[src/rtl/silu_pkg.sv]
// ----------------------------------------------------------------------------
// silu_pkg
// shared constants, types and the sigmoid table for the quantized silu block
// ----------------------------------------------------------------------------
package silu_pkg;

  localparam int SIGMOID_SEGMENTS = 64;
  localparam int SEG_W = $clog2(SIGMOID_SEGMENTS + 1);
  localparam int IDX_W = $clog2(SIGMOID_SEGMENTS + 1);
  localparam int A_W = 40;
  localparam int P_W = 47;

  typedef enum logic [1:0] {
    REG_INPUT_SCALE   = 2'd0,
    REG_SIGMOID_RECIP = 2'd1,
    REG_REQUANT_RATIO = 2'd2
  } reg_index_t;

  typedef logic [15:0] rom_t [SIGMOID_SEGMENTS + 1];

  typedef struct packed {
    logic            valid;
    logic            neg;
    logic            last;
    logic [A_W-1:0]  a;
    logic [15:0]     lo;
    logic            up;
    logic [39:0]     prod;
  } lut_t;

  typedef struct packed {
    logic            valid;
    logic            neg;
    logic            last;
    logic [P_W-1:0]  p;
  } prod_t;

  // shift-subtract quotient, only evaluated while the table is built
  function automatic logic [63:0] div_u64(logic [63:0] n, logic [63:0] d);
    logic [63:0] quo;
    logic [63:0] r;
    quo = '0;
    r   = '0;
    for (int i = 63; i >= 0; i--) begin
      r = {r[62:0], n[i]};
      if (r >= d) begin
        r      = r - d;
        quo[i] = 1'b1;
      end
    end
    return quo;
  endfunction

  function automatic rom_t build_rom();
    rom_t        rom;
    logic [63:0] t;
    logic [63:0] sum;
    logic [63:0] term;
    logic [63:0] den;
    logic        done;
    for (int k = 0; k <= SIGMOID_SEGMENTS; k++) begin
      t    = div_u64(64'(k) << 27, 64'(SIGMOID_SEGMENTS));
      sum  = 64'd1 << 24;
      term = 64'd1 << 24;
      done = 1'b0;
      for (int j = 1; j < 64; j++) begin
        if (!done) begin
          term = div_u64((term * t) >> 24, 64'(j));
          if (term == 64'd0) done = 1'b1;
          else sum = sum + term;
        end
      end
      den = sum + (64'd1 << 24);
      rom[k] = 16'(div_u64(sum * 64'd65536 + (den >> 1), den));
    end
    return rom;
  endfunction

  localparam rom_t SIG_ROM = build_rom();

endpackage

[src/rtl/silu_out.sv]
// ----------------------------------------------------------------------------
// silu_out
// final ratio multiply, half-to-even rounding and int8 saturation
// ----------------------------------------------------------------------------
module silu_out (
  input  logic               clk,
  input  logic               rst,
  input  logic               en,
  input  silu_pkg::prod_t    d,
  input  logic [31:0]        requant_ratio_q,
  output logic               valid,
  output logic signed [7:0]  y_value,
  output logic               last_out
);
  import silu_pkg::*;

  logic        v5, neg5, last5;
  logic [54:0] big_a;
  logic [55:0] big_b;
  logic [55:0] c;
  logic [31:0] m;
  logic [47:0] rem;
  logic        rnd;
  logic [32:0] mr;
  logic [7:0]  mag, y;

  always_ff @(posedge clk) begin
    if (rst) begin
      v5 <= 1'b0;
    end else if (en) begin
      v5 <= d.valid;
    end
    if (en) begin
      neg5  <= d.neg;
      last5 <= d.last;
      big_a <= 55'(d.p[P_W-1:24]) * 55'(requant_ratio_q);
      big_b <= 56'(d.p[23:0]) * 56'(requant_ratio_q);
    end
  end

  assign c   = 56'(big_a) + (big_b >> 24);
  assign m   = c[55:24];
  assign rem = {c[23:0], big_b[23:0]};
  assign rnd = (rem > 48'h8000_0000_0000) || ((rem == 48'h8000_0000_0000) && m[0]);
  assign mr  = 33'(m) + 33'(rnd);
  assign mag = (mr > 33'd128) ? 8'd128 : mr[7:0];
  assign y   = neg5 ? 8'(9'd256 - 9'(mag)) : ((mag > 8'd127) ? 8'd127 : mag);

  always_ff @(posedge clk) begin
    if (rst) begin
      valid <= 1'b0;
    end else if (en) begin
      valid <= v5;
    end
    if (en) begin
      y_value  <= y;
      last_out <= last5;
    end
  end
endmodule

[config.mk]
export PLATFORM = sky130hd
export DESIGN_NAME = silu_out
export DESIGN_NICKNAME = d
export VERILOG_FILES = /design/src/rtl/silu_pkg.sv /design/src/rtl/silu_out.sv
export SDC_FILE = /design/constraint.sdc
export NUM_CORES = 2
export LEC_CHECK = 0
export ABC_AREA = 1
export BUFFER_PORTS_ARGS = -buffer_cell sky130_fd_sc_hd__buf_2
export CORE_ASPECT_RATIO = 1.5
export CORE_MARGIN = 4
export CORE_UTILIZATION = 70
export DETAILED_ROUTE_END_ITERATION = 7
export PLACE_DENSITY = 0.94
export SLEW_MARGIN = 25
export SYNTH_ARGS = -nofsm -noshare
export SYNTH_HDL_FRONTEND = slang
export SYNTH_SLANG_ARGS = --single-unit
[constraint.sdc]
create_clock -name clk -period 25 [get_ports clk]
set_input_delay 5 -clock clk [delete_from_list [all_inputs] [get_ports clk]]
set_output_delay 5 -clock clk [all_outputs]
set_load 0.03 [all_outputs]
==> flow_metrics.env <==
export IMPL_status="finished with violations"
export IMPL_violations="design-rule violations"
export IMPL_grt_pass1_vias=56600
export IMPL_setup_viol=0
export IMPL_syn_area_sq_um=57300
export IMPL_layout_nets=8997
export IMPL_yosysWarnings=0
export IMPL_reg2reg_slack_ns=18.98
export IMPL_crit_arrival_ns=13.36
export IMPL_gp_congestion=1.03
export IMPL_muxShareOfSynthArea_pct=0
export IMPL_min_to="last_out"
export IMPL_critical_path_required_ns=25.18
export IMPL_ant_nets=0
export IMPL_clockRootBuffer="clkbuf_16"
export IMPL_r2r_start="big_a[0]"
export IMPL_rsz0062_at_grt="no"
export IMPL_finalCritPeriodShare_pct=52.7
export IMPL_cts_path_max_buffers=2
export IMPL_hpwl_um=136000
export IMPL_clock_skew_ns=0.00920
export IMPL_cpPeakStageDelay_ns=0.85
export IMPL_synth_top_family_by_area="adder cells"
export IMPL_cts_setup_buffers=0
export IMPL_syn2layout_area_growth_pct=2.69
export IMPL_io_buffer_count=94
export IMPL_crit_fanout=32
export IMPL_cp_top_family="adder cells"
export IMPL_finalSetupTns_ns=0
export IMPL_regToRegEndpoint="y_value[4]"
export IMPL_worstSetupPathType="input port to flop"
export IMPL_routed_via_density=6.05
export IMPL_hold_depth=0
export IMPL_reg2reg_depth=37
export IMPL_synth_area_per_cell_sq_um=7.77
export IMPL_antenna_found_initial=8
export IMPL_ys_seq_elements=124
export IMPL_drv_slew=0
export IMPL_track_usage_pct=42.0
export IMPL_endpoint_kind="flop"
export IMPL_synth_flop_cell="edfxtp_1"
export IMPL_routed_via_count=50200
export IMPL_drcViolationCount=118
export IMPL_drive_gt1_share_pct=4.20
export IMPL_fp_dieW_um=242
export IMPL_fmax_ghz=0.0759
export IMPL_max_slew_margin_rel_pct=22.0
export IMPL_netlist_instances=7379
export IMPL_slowest_stage="buf_2"
export IMPL_cts_sinks=124
export IMPL_critPathBufInv=6
export IMPL_die_height_um=359
export IMPL_wl_per_cell_um=21.5
export IMPL_cts_htree_levels=4
export IMPL_coreArea_sq_um=81200
export IMPL_grt_ovfl_total=0
export IMPL_cts_resized=0
export IMPL_fp_row_count=128
export IMPL_grt_max_degree=71
export IMPL_synth_fp_nets=9148
export IMPL_start_util_pct=70.6
export IMPL_synth_simple_area_share_pct=18.7
export IMPL_drt_iter0_markers=5021
export IMPL_cts_made_buffers=17
export IMPL_critPathLaunchType="input port"
export IMPL_dr_pass1_iters=8
export IMPL_ys_seq_area_share_pct=6.46
export IMPL_synth_cell_types=54
export IMPL_routed_wl_um=178000
export IMPL_startpoint="d[9]"
export IMPL_fill_cells=5464
export IMPL_hold_buffers=0
export IMPL_synth_edf_count=122
export IMPL_hold_viol=0
export IMPL_io_pins=95
export IMPL_grt_pass1_wl_um=283000
export IMPL_crit_top_cell="fa_1"
export IMPL_synth_xor_area_share_pct=2.08
export IMPL_period_needed_ns=13.18
export IMPL_synth_compound_area_share_pct=3.05
export IMPL_fin_util_pct=72.5
export IMPL_clk_latency_ns=0.45
export IMPL_clkSlewWorstSetupHoldPaths_ns=0.06
export IMPL_yosys_area_share_adder_pct=53.6
export IMPL_cts_tree="built"
export IMPL_maxCapViolCount=0
export IMPL_die_area_sq_um=86700
export IMPL_synthArstFlopShare_pct=0
export IMPL_max_slew_worst_pin_slew_ns=1.17
export IMPL_min_from="last5"
export IMPL_min_path_type="flop to flop"
-- final cells by class --
| cell class | count | area [sq um] | share of cell area, % |
|---|---|---|---|
| Clock inverter | 13 | 166 | 0.283 |
| Timing Repair Buffer | 132 | 763 | 1.30 |
| Clock buffer | 18 | 429 | 0.729 |
| Multi-Input combinational cell | 4790 | 44400 | 75.4 |
| Sequential cell | 124 | 3700 | 6.29 |
| Inverter | 2163 | 8120 | 13.8 |
| Antenna cell | 8 | 20.0 | 0.0340 |
| Tap cell | 1040 | 1300 | 2.21 |
-- worst max path at each step --
stage | endpoint | slack (ns) | cells after the start
floorplan | big_b[54] | 13.47 | 31
global placement | big_a[49] | 12.27 | 28
detailed placement | big_b[55] | 12.09 | 25
CTS | big_b[55] | 12.30 | 25
global route | big_b[55] | 11.68 | 25
finish | big_b[55] | 11.82 | 25
-- stage by stage --
stage | cell area [sq um] | instances | hold WS, ns | worst slack [ns]
after floorplan | 57300 | 7379 | 0.400 | 13.47
after global placement | 58300 | 8249 | 0.401 | 12.27
after detailed placement | 58300 | 8249 | 0.408 | 12.09
after CTS | 58900 | 8280 | 0.423 | 12.30
after global routing | 58900 | 8282 | 0.424 | 11.68
final | 58900 | 8288 | 0.420 | 11.82
-- cells in the mapped netlist (all sizes together) (69+ instances only) --
master	number	share of area [%]
nor2	259	2.0
edfxtp	122	6.4
nand2	2176	14
nand3	132	1.3
xor2	86	1.3
clkbuf	230	1.5
o21ai	69	0.60
fa	1286	45
a21oi	161	1.4
inv	2155	14
ha	398	8.7
buf	72	0.47
-- layout by cell type (no fill, tap or decap), drive strengths merged, types with 38 or more instances in the layout --
cell type | synthesis | routed
nand2 | 2176 | 2176
xnor2 | 50 | 50
ha | 398 | 398
nor2 | 259 | 259
o21ai | 69 | 69
nand3 | 132 | 132
fa | 1286 | 1286
buf | 72 | 132
inv | 2155 | 2158
edfxtp | 122 | 122
a21oi | 161 | 161
nand4 | 38 | 38
xor2 | 86 | 86
-- worst reg2reg max path, delay by kind of cell (launching register included) --
family / cells / cell delay, ns
buffers and inverters: 5 / 0.47
DFF: 1 / 0.34
and+or+nand+nor: 27 / 3.75
adders and majority gates: 5 / 1.20
-- routing by layer --
metal	routed length [um]	track usage [%]	vias up
met3	22300	13.7	1926
met1	50500	41.4	23500
met5	7	0.222	-
met4	22000	38.6	2
li1	-	-	20600
met2	83700	70.3	4095
-- cells by family after synthesis --
family / count (synthesis)
and+or+nand+nor: 2661
buffers and inverters: 2465
adders and majority gates: 1684
AOI/OAI and AO/OA: 309
xor gates and xnor gates: 136
DFF: 124
-- sequential cells by signal (all words and copies together) (netlist names) --
name	count
valid	1
last_out	1
big_a	55
big_b	56
neg5	1
y_value	8
v5	1
last5	1
Power is left out: the tool's default activity adds up to more than one toggle a clock period on the data nets, which glitch-free logic cannot reach.
