**src/rtl/silu_pkg.sv**
```systemverilog
// ----------------------------------------------------------------------------
// silu_pkg
// shared constants, types and the sigmoid table for the quantized silu block
// ----------------------------------------------------------------------------
package silu_pkg;

  localparam int SIGMOID_SEGMENTS = 64;
  localparam int SEG_W = $clog2(SIGMOID_SEGMENTS + 1);
  localparam int IDX_W = $clog2(SIGMOID_SEGMENTS + 1);
  localparam int A_W = 40;
  localparam int P_W = 47;

  typedef enum logic [1:0] {
    REG_INPUT_SCALE   = 2'd0,
    REG_SIGMOID_RECIP = 2'd1,
    REG_REQUANT_RATIO = 2'd2
  } reg_index_t;

  typedef logic [15:0] rom_t [SIGMOID_SEGMENTS + 1];

  typedef struct packed {
    logic            valid;
    logic            neg;
    logic            last;
    logic [A_W-1:0]  a;
    logic [15:0]     lo;
    logic            up;
    logic [39:0]     prod;
  } lut_t;

  typedef struct packed {
    logic            valid;
    logic            neg;
    logic            last;
    logic [P_W-1:0]  p;
  } prod_t;

  // shift-subtract quotient, only evaluated while the table is built
  function automatic logic [63:0] div_u64(logic [63:0] n, logic [63:0] d);
    logic [63:0] quo;
    logic [63:0] r;
    quo = '0;
    r   = '0;
    for (int i = 63; i >= 0; i--) begin
      r = {r[62:0], n[i]};
      if (r >= d) begin
        r      = r - d;
        quo[i] = 1'b1;
      end
    end
    return quo;
  endfunction

  function automatic rom_t build_rom();
    rom_t        rom;
    logic [63:0] t;
    logic [63:0] sum;
    logic [63:0] term;
    logic [63:0] den;
    logic        done;
    for (int k = 0; k <= SIGMOID_SEGMENTS; k++) begin
      t    = div_u64(64'(k) << 27, 64'(SIGMOID_SEGMENTS));
      sum  = 64'd1 << 24;
      term = 64'd1 << 24;
      done = 1'b0;
      for (int j = 1; j < 64; j++) begin
        if (!done) begin
          term = div_u64((term * t) >> 24, 64'(j));
          if (term == 64'd0) done = 1'b1;
          else sum = sum + term;
        end
      end
      den = sum + (64'd1 << 24);
      rom[k] = 16'(div_u64(sum * 64'd65536 + (den >> 1), den));
    end
    return rom;
  endfunction

  localparam rom_t SIG_ROM = build_rom();

endpackage

```
**src/rtl/silu_sq.sv**
```systemverilog
// ----------------------------------------------------------------------------
// silu_sq
// interpolation, sigmoid requantization and product with |r| (two stages)
// ----------------------------------------------------------------------------
module silu_sq (
  input  logic             clk,
  input  logic             rst,
  input  logic             en,
  input  silu_pkg::lut_t   d,
  input  logic [31:0]      sigmoid_recip_q,
  output silu_pkg::prod_t  q
);
  import silu_pkg::*;

  logic            v3, neg3, last3;
  logic [A_W-1:0]  a3;
  logic [48:0]     m3;
  logic [15:0]     delta;
  logic [16:0]     s, sn;
  logic [16:0]     qi;
  logic [17:0]     qr;
  logic            rnd;
  logic [6:0]      sq;

  assign delta = 16'((d.prod + 40'd8388608) >> 24);
  assign s     = d.up ? 17'(d.lo) + 17'(delta) : 17'(d.lo) - 17'(delta);
  assign sn    = d.neg ? 17'(17'd65536 - s) : s;

  always_ff @(posedge clk) begin
    if (rst) begin
      v3 <= 1'b0;
    end else if (en) begin
      v3 <= d.valid;
    end
    if (en) begin
      neg3  <= d.neg;
      last3 <= d.last;
      a3    <= d.a;
      m3    <= 49'(sn) * 49'(sigmoid_recip_q);
    end
  end

  assign qi  = m3[48:32];
  assign rnd = (m3[31:0] > 32'h8000_0000) || ((m3[31:0] == 32'h8000_0000) && qi[0]);
  assign qr  = 18'(qi) + 18'(rnd);
  assign sq  = (qr > 18'd127) ? 7'd127 : qr[6:0];

  always_ff @(posedge clk) begin
    if (rst) begin
      q.valid <= 1'b0;
    end else if (en) begin
      q.valid <= v3;
    end
    if (en) begin
      q.neg  <= neg3;
      q.last <= last3;
      q.p    <= P_W'(a3) * P_W'(sq);
    end
  end
endmodule

```
**config.mk**
```make
export PLATFORM = sky130hd
export DESIGN_NAME = silu_sq
export DESIGN_NICKNAME = d
export VERILOG_FILES = /design/src/rtl/silu_pkg.sv /design/src/rtl/silu_sq.sv
export SDC_FILE = /design/constraint.sdc
export NUM_CORES = 2
export LEC_CHECK = 0
export BUFFER_PORTS_ARGS = -buffer_cell sky130_fd_sc_hd__buf_2
export CAP_MARGIN = 20
export CORE_MARGIN = 4
export CORE_UTILIZATION = 40
export CTS_CLUSTER_SIZE = 25
export DETAILED_ROUTE_END_ITERATION = 10
export GPL_TIMING_DRIVEN = 0
export HOLD_SLACK_MARGIN = 0.02
export PLACE_DENSITY = 0.64
export SYNTH_ARGS = -nofsm -noshare
export SYNTH_HDL_FRONTEND = slang
export SYNTH_SLANG_ARGS = --single-unit
```
**constraint.sdc**
```tcl
create_clock -name clk -period 11.98 [get_ports clk]
set_input_delay 0.599 -clock clk [delete_from_list [all_inputs] [get_ports clk]]
set_output_delay 0.599 -clock clk [all_outputs]
set_load 0.005 [all_outputs]
```
==> run_results.csv <==
group,metric,value,unit
run_status,status,"complete, no violations",
floorplan,die_y,293.7,um
final_layout,final_cells,4885,
min_path,min_to,"v3",
placement,place_area,0.03474,sq mm
clocking,cts_htree_levels,4,
placement,pre_cts_ws,-0.4830,ns
final_layout,fillCellCount,7961,
sta,slew_headroom,0.3036,
min_path,hold_depth,2,
min_path,hold_path.class,"in -> reg",
logic_synthesis,synth_area,0.03266,sq mm
logic_synthesis,synth-async-reset-ratio,0,
sta,fmax,86.61,MHz
clocking,clk_pin_slew,0.07,ns
clocking,clk_path_buf_depth,2,
clocking,clock_latency,0.45,ns
grt,grt_first_pass_wirelength,141000,um
logic_synthesis,synth_compound_area_frac,0.07942,
run,cap_violations,0,
floorplan,row_count,104,
placement,dpl.hpwl,72220,um
final_layout,final_area,0.03538,sq mm
setup_path,crit_start,"d[23]",
sta,rsz0062_at_grt,"no",
logic_synthesis,ys_ff_latch,142,
sta,setup_tns,0,ns
setup_path,r2r_cells,31,
grt,overflow,0,
clocking,numClockSinks,142,
setup_path,crit_path_frequent_cell,"fa_1",
logic_synthesis,synth_edf_count,140,
floorplan,die_w,293.7,um
routing,wirelength,86620,um
grt,grt_antenna_before_repair,2,
logic_synthesis,avgSynthCellArea,8.938,sq um
logic_synthesis,seq_area_frac_synth,0.1300,
floorplan,ios,185,
routing,drc,0,
grt,grt_pass1_vias,26044,
routing,drt_iter0_drc,1624,
logic_synthesis,synth_top_family_by_area,"adder cells",
placement,dp.cells,4859,
routing,vias,24999,
sta,clock_skew,0.01388,ns
setup_path,critPathMaxStageDelay,0.63,ns
logic_synthesis,synth_fa_ha_area_frac,0.4725,
grt,grt.total_usage,0.2059,
final_layout,antennaDiodeCount,0,
routing,viasPerCell,5.118,
logic_synthesis,synthCells,3654,
clocking,root_buffer,"clkbuf_16",
routing,antenna_left,0,
setup_path,r2r-start,"m3[32]",
setup_path,cp_max_fo,10,
logic_synthesis,synthDistinctLibCells,74,
setup_path,critPathArrivalTime,11.75,ns
final_layout,syn2layout_area_growth,8.340,%
setup_path,crit_buf_inv,7,
grt,grt_start_max_net_pins,94,
min_path,hold_start,"rst",
setup_path,crit_family,"adder cells",
floorplan,fp.dieArea,0.08628,sq mm
setup_path,worstSetupPathType,"in -> reg",
logic_synthesis,muxShareOfSynthArea,0.001839,
final_layout,drive_above_1_share,0.05830,
floorplan,design.core.area,0.08068,sq mm
logic_synthesis,synth_warnings,0,
setup_path,slowest_stage,"fa_1",
logic_synthesis,synth_flop_cell,"edfxtp_1",
final_layout,multi_input_area,0.02499,sq mm
logic_synthesis,synth-simple-area-share,0.1696,
sta,layout_min_cycle_time,11.55,ns
sta,slew_violations,0,
sta,setup_viol,0,
clocking,cts_buffers,17,
routing,first_pass_iters,5,
logic_synthesis,synth.net_count,4639,
routing,drt-wirelength-per-cell,17.73,um
sta,hold_violations,0,
setup_path,reg2reg_to,"q[42]",
setup_path,cp.required,12.18,ns
final_layout,layout.nets,4797,
floorplan,start_util,0.4048,
final_layout,layout.area.seq,0.004244,sq mm
sta,finalCritPeriodShare,0.9638,
setup_path,endpoint_kind,"flop",
setup_path,start_kind,"input port",
sta,layout_setup_ws,0.4336,ns
clocking,tritoncts,"yes",
setup_path,regToRegSetupSlack,2.34,ns
clocking,cts_setup_buffers,0,
sta,worst_pin_slew,1.037,ns
placement,place.gp.congestion,0.9306,
logic_synthesis,synth-xor-area-share,0.03992,
placement,port-buffer-count,144,
clocking,cts_hold_buf,0,
==> placed cells by master (no fill, tap or decap), types with 23 or more instances in the layout <==
cell type  count
nand3_1       33
nor2_1        83
buf_2        154
inv_1        747
ha_1         211
nand2b_1      30
nand4_1       23
nor2b_1       59
clkbuf_1     136
nand2_1      683
xnor2_1       95
a21o_1        52
a21oi_1      128
a31oi_1       24
fa_1         639
o21ai_0       65
edfxtp_1     140
xor2_1        46
and2_1       176
==> final cells by class <==
class / count / area share
clock buffer: 19 / 0.01252
clock inverter: 13 / 0.004314
tap: 1060 / 0.03748
buffer: 166 / 0.01881
sequential: 142 / 0.1199
inverter: 747 / 0.07925
timing repair buffer: 145 / 0.02132
multi-input combinational: 2593 / 0.7064
==> sequential cells by signal, indices dropped and copies added, names as in the netlist <==
| name | flops |
|---|---|
| q | 50 |
| neg3 | 1 |
| last3 | 1 |
| m3 | 49 |
| a3 | 40 |
| v3 | 1 |
==> worst max-delay path by stage <==
stage / end / cells after the start / slack [ns]
floorplan: m3[45] / 44 / 1.78
global placement: m3[45] / 42 / -0.37
detailed placement: m3[45] / 42 / -0.48
CTS: m3[45] / 42 / 0.03
global route: m3[45] / 42 / 0.02
finish: m3[45] / 41 / 0.43
==> synth_stat cells (4+ instances only) <==
cell type / instances / share of area
clkbuf_1: 143 / 0.016
o211ai_1: 13 / 0.0030
buf_2: 12 / 0.0018
o22ai_1: 4 / 0.00077
a211oi_1: 14 / 0.0032
a21o_1: 52 / 0.012
nand2_1: 683 / 0.078
nand4_1: 23 / 0.0044
o21a_1: 15 / 0.0034
o31ai_1: 9 / 0.0021
and4_1: 5 / 0.0013
nor2b_1: 60 / 0.011
edfxtp_1: 140 / 0.13
inv_1: 747 / 0.086
fa_1: 639 / 0.39
xnor2_1: 98 / 0.026
buf_1: 14 / 0.0016
ha_1: 211 / 0.081
o21ai_0: 65 / 0.010
nor4_1: 14 / 0.0027
nand3_1: 33 / 0.0051
a21boi_0: 6 / 0.0014
or2_2: 5 / 0.00096
a211o_1: 10 / 0.0027
nor2_1: 83 / 0.0095
nand4b_1: 4 / 0.0011
and2_1: 176 / 0.034
o31a_1: 4 / 0.0011
o21bai_1: 18 / 0.0041
mux2i_1: 6 / 0.0018
o211a_1: 4 / 0.0012
a21oi_1: 128 / 0.020
a31oi_1: 24 / 0.0046
xor2_1: 49 / 0.013
nand2b_1: 30 / 0.0057
or3_1: 12 / 0.0023
nor3_1: 21 / 0.0032
and3_1: 22 / 0.0042
==> cells by family (layout without fill, tap and decap cells) <==
| logic type | Yosys count | after routing |
|---|---|---|
| mux | 6 | 6 |
| buf+inv | 919 | 1090 |
| simple gates | 1188 | 1188 |
| fa+ha+maj | 850 | 850 |
| flops | 142 | 142 |
| compound gates | 401 | 401 |
| xor+xnor | 148 | 148 |
==> per-stage QoR <==
| step | util | hold slack [ns] |
|---|---|---|
| 2_1_floorplan | - | 0.4003 |
| 3_3_place_gp | 0.4302 | 0.4023 |
| 3_5_place_dp | 0.4306 | 0.4083 |
| 4_1_cts | 0.4380 | 0.2818 |
| 5_1_grt | 0.4386 | 0.2952 |
| 6_report | 0.4386 | 0.3112 |
==> what timing repair did <==
| action | in CTS | in global routing |
|---|---|---|
| gates resized for setup | 1 | 14 |
| endpoints found under the setup margin | 2 | 15 |
| cloned | 0 | 0 |
==> metal layers <==
metal,vias to the layer above,global-route usage,share of wire
met5,-,0,0.00023
met4,2,0.07281,0.037
met3,130,0.03132,0.070
met2,890,0.3403,0.47
met1,12438,0.2776,0.43
li1,11539,-,-
Power is not shown: default switching activity piles up to over one toggle a cycle in this logic, so the estimate is an artifact.
