## src/rtl/silu_pkg.sv

```systemverilog
// ----------------------------------------------------------------------------
// silu_pkg
// shared constants, types and the sigmoid table for the quantized silu block
// ----------------------------------------------------------------------------
package silu_pkg;

  localparam int SIGMOID_SEGMENTS = 64;
  localparam int SEG_W = $clog2(SIGMOID_SEGMENTS + 1);
  localparam int IDX_W = $clog2(SIGMOID_SEGMENTS + 1);
  localparam int A_W = 40;
  localparam int P_W = 47;

  typedef enum logic [1:0] {
    REG_INPUT_SCALE   = 2'd0,
    REG_SIGMOID_RECIP = 2'd1,
    REG_REQUANT_RATIO = 2'd2
  } reg_index_t;

  typedef logic [15:0] rom_t [SIGMOID_SEGMENTS + 1];

  typedef struct packed {
    logic            valid;
    logic            neg;
    logic            last;
    logic [A_W-1:0]  a;
    logic [15:0]     lo;
    logic            up;
    logic [39:0]     prod;
  } lut_t;

  typedef struct packed {
    logic            valid;
    logic            neg;
    logic            last;
    logic [P_W-1:0]  p;
  } prod_t;

  // shift-subtract quotient, only evaluated while the table is built
  function automatic logic [63:0] div_u64(logic [63:0] n, logic [63:0] d);
    logic [63:0] quo;
    logic [63:0] r;
    quo = '0;
    r   = '0;
    for (int i = 63; i >= 0; i--) begin
      r = {r[62:0], n[i]};
      if (r >= d) begin
        r      = r - d;
        quo[i] = 1'b1;
      end
    end
    return quo;
  endfunction

  function automatic rom_t build_rom();
    rom_t        rom;
    logic [63:0] t;
    logic [63:0] sum;
    logic [63:0] term;
    logic [63:0] den;
    logic        done;
    for (int k = 0; k <= SIGMOID_SEGMENTS; k++) begin
      t    = div_u64(64'(k) << 27, 64'(SIGMOID_SEGMENTS));
      sum  = 64'd1 << 24;
      term = 64'd1 << 24;
      done = 1'b0;
      for (int j = 1; j < 64; j++) begin
        if (!done) begin
          term = div_u64((term * t) >> 24, 64'(j));
          if (term == 64'd0) done = 1'b1;
          else sum = sum + term;
        end
      end
      den = sum + (64'd1 << 24);
      rom[k] = 16'(div_u64(sum * 64'd65536 + (den >> 1), den));
    end
    return rom;
  endfunction

  localparam rom_t SIG_ROM = build_rom();

endpackage

```

## src/rtl/silu_lut.sv

```systemverilog
// ----------------------------------------------------------------------------
// silu_lut
// dequantization and piecewise-linear sigmoid lookup (two stages)
// ----------------------------------------------------------------------------
module silu_lut (
  input  logic                clk,
  input  logic                rst,
  input  logic                en,
  input  logic                valid,
  input  logic signed [7:0]   x_value,
  input  logic                last_in,
  input  logic [31:0]         input_scale_q,
  output silu_pkg::lut_t      q
);
  import silu_pkg::*;

  localparam int PF_W = A_W + SEG_W;

  logic             v1, neg1, last1;
  logic [A_W-1:0]   a1;
  logic             neg_c;
  logic [8:0]       xmag;
  logic [PF_W-1:0]  pfull;
  logic [PF_W-25:0] idx;
  logic [23:0]      frac;
  logic             sat;
  logic [IDX_W-1:0] i_lo, i_hi;
  logic [15:0]      lo, hi, diff;

  assign neg_c = x_value[7];
  assign xmag  = neg_c ? 9'(9'd256 - {1'b0, x_value}) : {1'b0, x_value};

  always_ff @(posedge clk) begin
    if (rst) begin
      v1 <= 1'b0;
    end else if (en) begin
      v1 <= valid;
    end
    if (en) begin
      neg1  <= neg_c;
      last1 <= last_in;
      a1    <= A_W'(xmag) * A_W'(input_scale_q);
    end
  end

  assign pfull = (PF_W'(a1) * PF_W'(SIGMOID_SEGMENTS)) >> 3;
  assign idx   = pfull[PF_W-1:24];
  assign frac  = pfull[23:0];
  assign sat   = idx >= (PF_W-24)'(SIGMOID_SEGMENTS);
  assign i_lo  = sat ? IDX_W'(SIGMOID_SEGMENTS) : idx[IDX_W-1:0];
  assign i_hi  = sat ? IDX_W'(SIGMOID_SEGMENTS) : IDX_W'(idx[IDX_W-1:0] + 1'b1);
  assign lo    = SIG_ROM[i_lo];
  assign hi    = SIG_ROM[i_hi];
  assign diff  = (hi >= lo) ? 16'(hi - lo) : 16'(lo - hi);

  always_ff @(posedge clk) begin
    if (rst) begin
      q.valid <= 1'b0;
    end else if (en) begin
      q.valid <= v1;
    end
    if (en) begin
      q.neg  <= neg1;
      q.last <= last1;
      q.a    <= a1;
      q.lo   <= lo;
      q.up   <= hi >= lo;
      q.prod <= sat ? 40'd0 : 40'(diff) * 40'(frac);
    end
  end
endmodule

```

## config.mk

```make
export PLATFORM = sky130hd
export DESIGN_NAME = silu_lut
export DESIGN_NICKNAME = d
export VERILOG_FILES = /design/src/rtl/silu_pkg.sv /design/src/rtl/silu_lut.sv
export SDC_FILE = /design/constraint.sdc
export NUM_CORES = 1
export LEC_CHECK = 0
export ABC_AREA = 1
export BUFFER_PORTS_ARGS = -buffer_cell sky130_fd_sc_hd__buf_4
export CAP_MARGIN = 5
export CORE_MARGIN = 10
export CORE_UTILIZATION = 50
export CTS_CLUSTER_SIZE = 24
export DETAILED_ROUTE_END_ITERATION = 8
export PLACE_DENSITY = 0.67
export SLEW_MARGIN = 20
export SYNTH_ARGS = -nofsm -noshare
export SYNTH_HDL_FRONTEND = slang
export SYNTH_SLANG_ARGS = --single-unit
```

## constraint.sdc

```tcl
create_clock -name clk -period 22.2 [get_ports clk]
set_clock_uncertainty 0.1 [all_clocks]
set_input_delay 2.22 -clock clk [delete_from_list [all_inputs] [get_ports clk]]
set_output_delay 2.22 -clock clk [all_outputs]
set_load 0.02 [all_outputs]
```

==> metrics.md, run 1 <==
| Metric | Value |
|---|---|
| Run status | finished, final reports clean |
| Part of the power in registers | 0.227 |
| Total power | approximately 2.5 mW |
| DRT Wirelength | around 93 mm |
| GR Util All Layers | 0.269 |
| Fill cell count | between 5000 and 6000 |
| Startpoint class of the critical path | flip-flop |
| DR pass1 iterations | 6 |
| Crit path DAT | roughly 11 ns |
| Hold WC Path Type | reg -> reg |
| 1st-iter DRT viols | ~2000 |
| Nets@finish | about 4700 |
| Final Wtd Congestion | 0.991 |
| Yosys warns | 0 |
| Detail Route Antenna Nets | 0 |
| Worst-skew pair later-pin latency | between 0.4 and 0.5 ns |
| Worst slew pin tran | about 1 ns |
| Setup bufs post-CTS | 0 |
| Combinational power share | 0.655 |
| Hold_buf cts | 0 |
| Post-Route Setup TNS | 0 ns |
| Final hold violations | 0 |
| # diodes | 0 |
| Clock power share | 0.119 |
| H-tree depth | 4 |
| Switch share | 0.552 |
| Max clock buf depth | 2 |
| Multi-input gate area | 0.0221 mm^2 |
| Leak | 16.2 nW |
| Cell row count | 89 |
| Max Fclk | a little over 90 MHz |
| FFs w/ async S/R, synth | 0 |
| Post-detail-place hpwl | 76.5 mm |
| Crit path max fanout | 45 |
| Worst-path clk slew | roughly 0.070 ns |
| Area Overhead vs Synth | 7.47% |
| Clock Sinks | between 100 and 150 |
| Internal power | ~1.1 mW |
| Number of flops mapped to enable cells by yosys | 137 |
| PD cells | approximately 79 mW/mm^2 |
| Slack of the critical path | ~11 ns |
| Area taken by flip-flops and latches | roughly 0.0042 mm^2 |
| Worst path required time | 22.32 ns |
| Final Non-Filler Cells | between 4000 and 5000 |
| Setup crit end kind | flip-flop |
| Initial antenna violation count | 0 |
| Setup WS pre-CTS | approximately 12 ns |
| Port-buffer cells | between 100 and 150 |
| Cts bufs inserted | 17 |
| Crit path kind | reg -> reg |
| Tmin final | 10.89 ns |
| Synth cell types | 56 |
| Starting Density | 0.504 |
| Sequential element share of the synthesized area | 0.140 |
| Top_reg_cell synth | edfxtp_1 |
| DR WL/cell | 19.8 um |
| Yosys reg bits | between 100 and 150 |
| Core ar. | between 0.05 and 0.06 mm^2 |
| RSZ-0062 raised after global routing | no |
| Remaining routing DRC violations | 0 |
| Cell area after synthesis | about 0.030 mm^2 |
| Total grt overflow | 0 |
| Placed insts | around 4700 |
| Die H | approximately 260 um |
| Global-route wire length before repair | roughly 150 mm |
| Largest net degree at the start of global routing | 73 |
| Max-cap violations | 0 |
| Root Driver | clkbuf_16 |
| Slew margin rel. | 0.334 |
| CP max stage cell | nand2_1 |
| Post-cts gate resize count | 0 |
| Crit path top cell by count | nand2_1 |
| CP peak stage delay | 0.60 ns |
| CTS tree | done |
| IO Pins | 145 |
| Final Cycle Share | 0.491 |
| Avg Cell Area, Syn | around 7.8 um^2 |
| Layout cells sized above 1 | 0.0692 |
| Worst VDD drop | between 0.06 and 0.07 mV |
| Die footprint | between 0.06 and 0.07 mm^2 |
| Psw | 1.40 mW |
| Final Max Tran Viols | 0 |
| Cells after synthesis | roughly 3800 |
| Vias in the first global route | ~27000 |
| Die outline width | approximately 260 um |
| DR vias | around 26000 |
| Endpoints failing setup | 0 |
| Avg Vias per Cell | 5.51 |
[final timing paths]
path              startpoint    end  slack (ns)  cells past startpoint
setup / recovery      a1[27]  q[35]       11.31                     43
hold / removal          neg1  q[98]        0.32                      0
setup reg to reg      a1[27]  q[35]       11.31                     43
hold reg to reg         neg1  q[98]        0.32                      0
[power by group through the flow]
stage                     clock network, mW  registers, mW  logic (mW)
after floorplan                           0          0.490        1.17
after global placement                    0          0.570        1.65
after detailed placement                  0          0.571        1.65
after CTS                             0.307          0.566        1.66
after global routing                  0.314          0.578        1.86
final                                 0.301          0.575        1.66
[cells in the final DEF, fill, tap and decap left out, types with 4 or more instances in the layout]
cell type and instances:
nand3b_1 11, a21oi_1 164, o21ai_0 92, nand3_1 353, xnor2_1 15, inv_2 12, xor2_1 36, nand2_2 24
o21a_1 13, o21bai_1 9, clkbuf_16 17, fa_1 476, ha_1 227, a31oi_1 6, inv_8 4, inv_6 5
inv_1 788, o21ai_2 6, buf_4 150, nand4_1 23, nor3_1 26, o21ai_1 13, conb_1 35, nor2_1 436
nor2_4 8, or2_2 4, edfxtp_1 137, and3_1 5, nand2_4 12, o211ai_1 7, nor2_2 8, a21o_1 9
nand2_1 752, a21boi_0 6
[registers in the layout, summed over array words and instances, names as in the netlist]
signal,flops
a1,40
neg1,1
last1,1
v1,1
q,96
[kinds of logic after synthesis]
logic type,share of synthesized area
other,0.000252
AND/OR/NAND/NOR,0.244
AO/OA/AOI/OAI,0.0630
XOR/XNOR,0.0159
adder cells (fa/ha/maj),0.416
buffers and inverters,0.122
flip-flops,0.140
[worst max-delay path, delay by kind of cell (launching register included)]
family                     cells  cell delay, ns
adders and majority gates      9            4.17
and+or+nand+nor               24            4.29
buffers and inverters          9            1.49
DFF                            1            0.46
AOI/OAI and AO/OA              1            0.10
[area by class of cell]
type	count	area share
repair buffers	151	0.0356
clock inverters	14	0.00470
clock buffers	18	0.0134
multi-input cells	2807	0.692
well taps	773	0.0303
flip-flops and latches	139	0.130
inverters	803	0.0944
[cells in the mapped netlist, types with 13 or more instances]
cell,number,area (um^2)
a21oi_1,164,821
nand2_1,752,2820
buf_2,31,155
fa_1,476,9530
clkbuf_1,54,203
nand4_1,23,144
inv_1,788,2960
o21ai_0,92,460
o21ai_1,13,65.1
edfxtp_1,137,4110
nor3_1,26,130
xor2_1,37,324
nand2_2,24,150
xnor2_1,15,131
ha_1,227,2840
buf_4,15,113
nand3_1,353,1770
nor2_1,436,1640
o21a_1,13,97.6
[through the flow]
stage / cell area [um^2] / hold slack, ns / util
6_report: 32000 / 0.321 / 0.542
3_5_place_dp: 31400 / 0.305 / 0.532
4_1_cts: 32000 / 0.321 / 0.542
3_3_place_gp: 31400 / 0.301 / 0.532
5_1_grt: 32000 / 0.342 / 0.542
2_1_floorplan: 29900 / 0.300 / -
[per-layer routing]
layer,track usage,share of wire,vias to the layer above
li1,-,-,12000
met1,0.345,0.41,12600
met2,0.426,0.46,1069
met3,0.0458,0.073,269
met4,0.148,0.057,0
met5,0,0,-
(Power assumes the default switching activity.)
==> run 2, diff against run 1 <==
--- a/config.mk
+++ b/config.mk
@@ -12,7 +12,7 @@
 export CORE_UTILIZATION = 50
 export CTS_CLUSTER_SIZE = 24
 export DETAILED_ROUTE_END_ITERATION = 8
-export PLACE_DENSITY = 0.67
+export PLACE_DENSITY = 0.7
 export SLEW_MARGIN = 20
 export SYNTH_ARGS = -nofsm -noshare
 export SYNTH_HDL_FRONTEND = slang
==> constraint.sdc (replaced) <==
create_clock -name clk -period 9.3 [get_ports clk]
set_clock_uncertainty 0.1 [all_clocks]
set_input_delay 0.93 -clock clk [delete_from_list [all_inputs] [get_ports clk]]
set_output_delay 0.93 -clock clk [all_outputs]
set_load 0.02 [all_outputs]
==> metrics.md, run 2 (synthesis gave the netlist of run 1 again) <==
| Metric | Value |
|---|---|
| Run status | finished, final reports clean |
| Root Driver | clkbuf_16 |
| Setup crit end kind | flip-flop |
| WHS Path Cells | 0 (unchanged) |
| Layout cells sized above 1 | 0.148 (+0.0793) |
| Core ar. | 0.0590 mm^2 (unchanged) |
| Area Overhead vs Synth | 16.3% |
| Total power | 6.15 mW (+140%) |
| Max Fclk | 111 MHz (+21%) |
| Final hold violations | 0 (unchanged) |
| Slew margin rel. | 0.334 (+0.000441) |
| Crit path max fanout | 19 (-58%) |
| Detail Route Antenna Nets | 0 (unchanged) |
| Largest register by flop count | q |
| Top flop regs | q: 96 flops, a1: 40 flops |
| CP max stage cell | fa_1 |
| Post-layout util | 0.586 (+0.0444) |
| Worst slew pin tran | 0.997 ns (-0.000660 ns) |
| Die outline width | 264 um (unchanged) |
| Die H | 264 um (unchanged) |
| Final Cycle Share | 0.967 (+0.477) |
| Vias in the first global route | 27400 (+1.6%) |
| Post-detail-place hpwl | 78.9 mm (+3.1%) |
| Reg2Reg Setup Slack | 0.30 ns (-11.00 ns) |
| Post-Route Setup TNS | 0 ns (unchanged) |
| Cell row count | 89 (unchanged) |
| Port-buffer cells | 140 (unchanged) |
| Psw | 3.35 mW (+140%) |
| Max clock buf depth | 2 (unchanged) |
| Slack of the critical path | 0.304 ns (-11.00 ns) |
| RSZ-0062 raised after global routing | yes |
| Most frequent cells in the layout | 782 x inv_1, 736 x nand2_1, 475 x fa_1 |
| # diodes | 0 (unchanged) |
| Initial antenna violation count | 1 (+1) |
| GR Util All Layers | 0.271 (+0.00219) |
| Cts bufs inserted | 17 (unchanged) |
| Hold_buf cts | 0 (unchanged) |
| DR WL/cell | 19.1 um (-3.2%) |
| Worst VDD drop | 0.147 mV (+130%) |
| 1st-iter DRT viols | 2081 (+4.5%) |
| Switch share | 0.545 (-0.00768) |
| Startpoint class of the critical path | flip-flop |
| Avg Vias per Cell | 5.44 (-1.2%) |
| Crit path kind | reg -> reg |
| Combinational power share | 0.669 (+0.014) |
| DR pass1 iterations | 6 (unchanged) |
| Leak | 17.4 nW (+7.4%) |
| PD cells | 178 mW/mm^2 (+120%) |
| Endpoints failing setup | 0 (unchanged) |
| Die footprint | 0.0697 mm^2 (unchanged) |
| Reg2reg path depth | 46 (+7.0%) |
| FF-to-FF End | q[39] |
| DRT Wirelength | 94.5 mm (+1.6%) |
| Hold WC Path Type | reg -> reg |
| Worst-skew pair later-pin latency | 0.48 ns (about the same) |
| Most common library cell in the layout ignoring fill and taps | inv_1 |
| Final Max Tran Viols | 0 (unchanged) |
| Worst Hold Endpoint | q[98] |
| Crit path DAT | 9.11 ns (-1.91 ns) |
| Total grt overflow | 0 (unchanged) |
| Clock Sinks | 139 (unchanged) |
| CTS tree | done |
| DR vias | 26800 (+3.6%) |
| Max-cap violations | 0 (unchanged) |
| IO Pins | 145 (unchanged) |
| Worst path required time | 9.42 ns (-12.90 ns) |
| Nets@finish | 4898 (+4.9%) |
| Worst-path clk slew | 0.07 ns (about the same) |
| Tmin final | 9.00 ns (-1.90 ns) |
| Hold path startpoint | neg1 |
| Remaining routing DRC violations | 0 (unchanged) |
| Largest net degree at the start of global routing | 79 (+8.2%) |
| Part of the power in registers | 0.222 (-0.005) |
| CP peak stage delay | 0.57 ns (-0.03 ns) |
| Setup WS pre-CTS | 0.0571 ns (-11.51 ns) |
| Internal power | 2.80 mW (+150%) |
| Starting Density | 0.504 (unchanged) |
| Clock power share | 0.109 (-0.010) |
| Hold_ws | 0.320 ns (-0.00132 ns) |
| Global-route wire length before repair | 150 mm (+0.97%) |
| Final Wtd Congestion | 1.01 (+1.7%) |
| H-tree depth | 4 (unchanged) |
| Worst r2r src | a1[29] |
| Max reg flops | 96 (unchanged) |
==> run 2: cell count changes in the layout (fill, tap and decap cells not counted), sizes merged <==
cell / delta
clkinvlp: +1
nand3: +1
clkinv: +2
inv: -2
buf: +230
bufinv: -1
==> run 2: worst max-delay path, delay by kind of cell, from the launching register on <==
kind                       cells  cell delay [ns]
adders and majority gates      8             3.71
and+or+nand+nor               22             2.84
buffers and inverters         14             1.34
DFF                            1             0.43
AOI/OAI and AO/OA              2             0.25
==> run 2: how the worst max path moves through the flow <==
stage                 from    end  slack (ns)
floorplan           a1[29]  q[35]        0.61
global placement    a1[27]  q[22]        0.12
detailed placement  a1[27]  q[35]        0.06
CTS                 a1[27]  q[35]        0.01
global route        a1[29]  q[38]       -0.11
finish              a1[29]  q[39]        0.30
==> run 2: timing repair <==
item                       in CTS  in global routing
setup endpoints to repair       0                 27
buffers inserted                0                 25
gates resized for setup         0                168
==> run 2: area by class of cell <==
| cell class | count | area, um^2 |
|---|---|---|
| clock buffers | 18 | 429 |
| clock inverters | 14 | 110 |
| fillers | 5428 | 24400 |
| inverters | 803 | 3030 |
| multi-input cells | 2808 | 22800 |
| flip-flops and latches | 139 | 4150 |
| well taps | 773 | 967 |
| repair buffers | 381 | 3060 |
==> run 2: metrics by stage <==
stage / cells / area [um^2]
finish: 4936 / 34600
CTS: 4910 / 33600
global route: 4936 / 34600
global placement: 4878 / 33100
detailed placement: 4878 / 33100
floorplan: 3861 / 29900
==> run 2: metal layers <==
| layer | vias to the layer above | track usage | part of all wire |
|---|---|---|---|
| met2 | 1160 | 0.443 | 0.47 |
| met3 | 217 | 0.0468 | 0.080 |
| li1 | 12400 | - | - |
| met5 | - | 0 | 0 |
| met4 | 0 | 0.112 | 0.044 |
| met1 | 13100 | 0.350 | 0.41 |
==> run 2: power groups by stage <==
stage	Sequential [mW]	Combinational, mW	Clock (mW)
2_1_floorplan	1.17	2.78	0
3_3_place_gp	1.36	3.96	0
3_5_place_dp	1.35	4.00	0
4_1_cts	1.34	4.02	0.683
5_1_grt	1.37	4.63	0.706
6_report	1.36	4.11	0.673
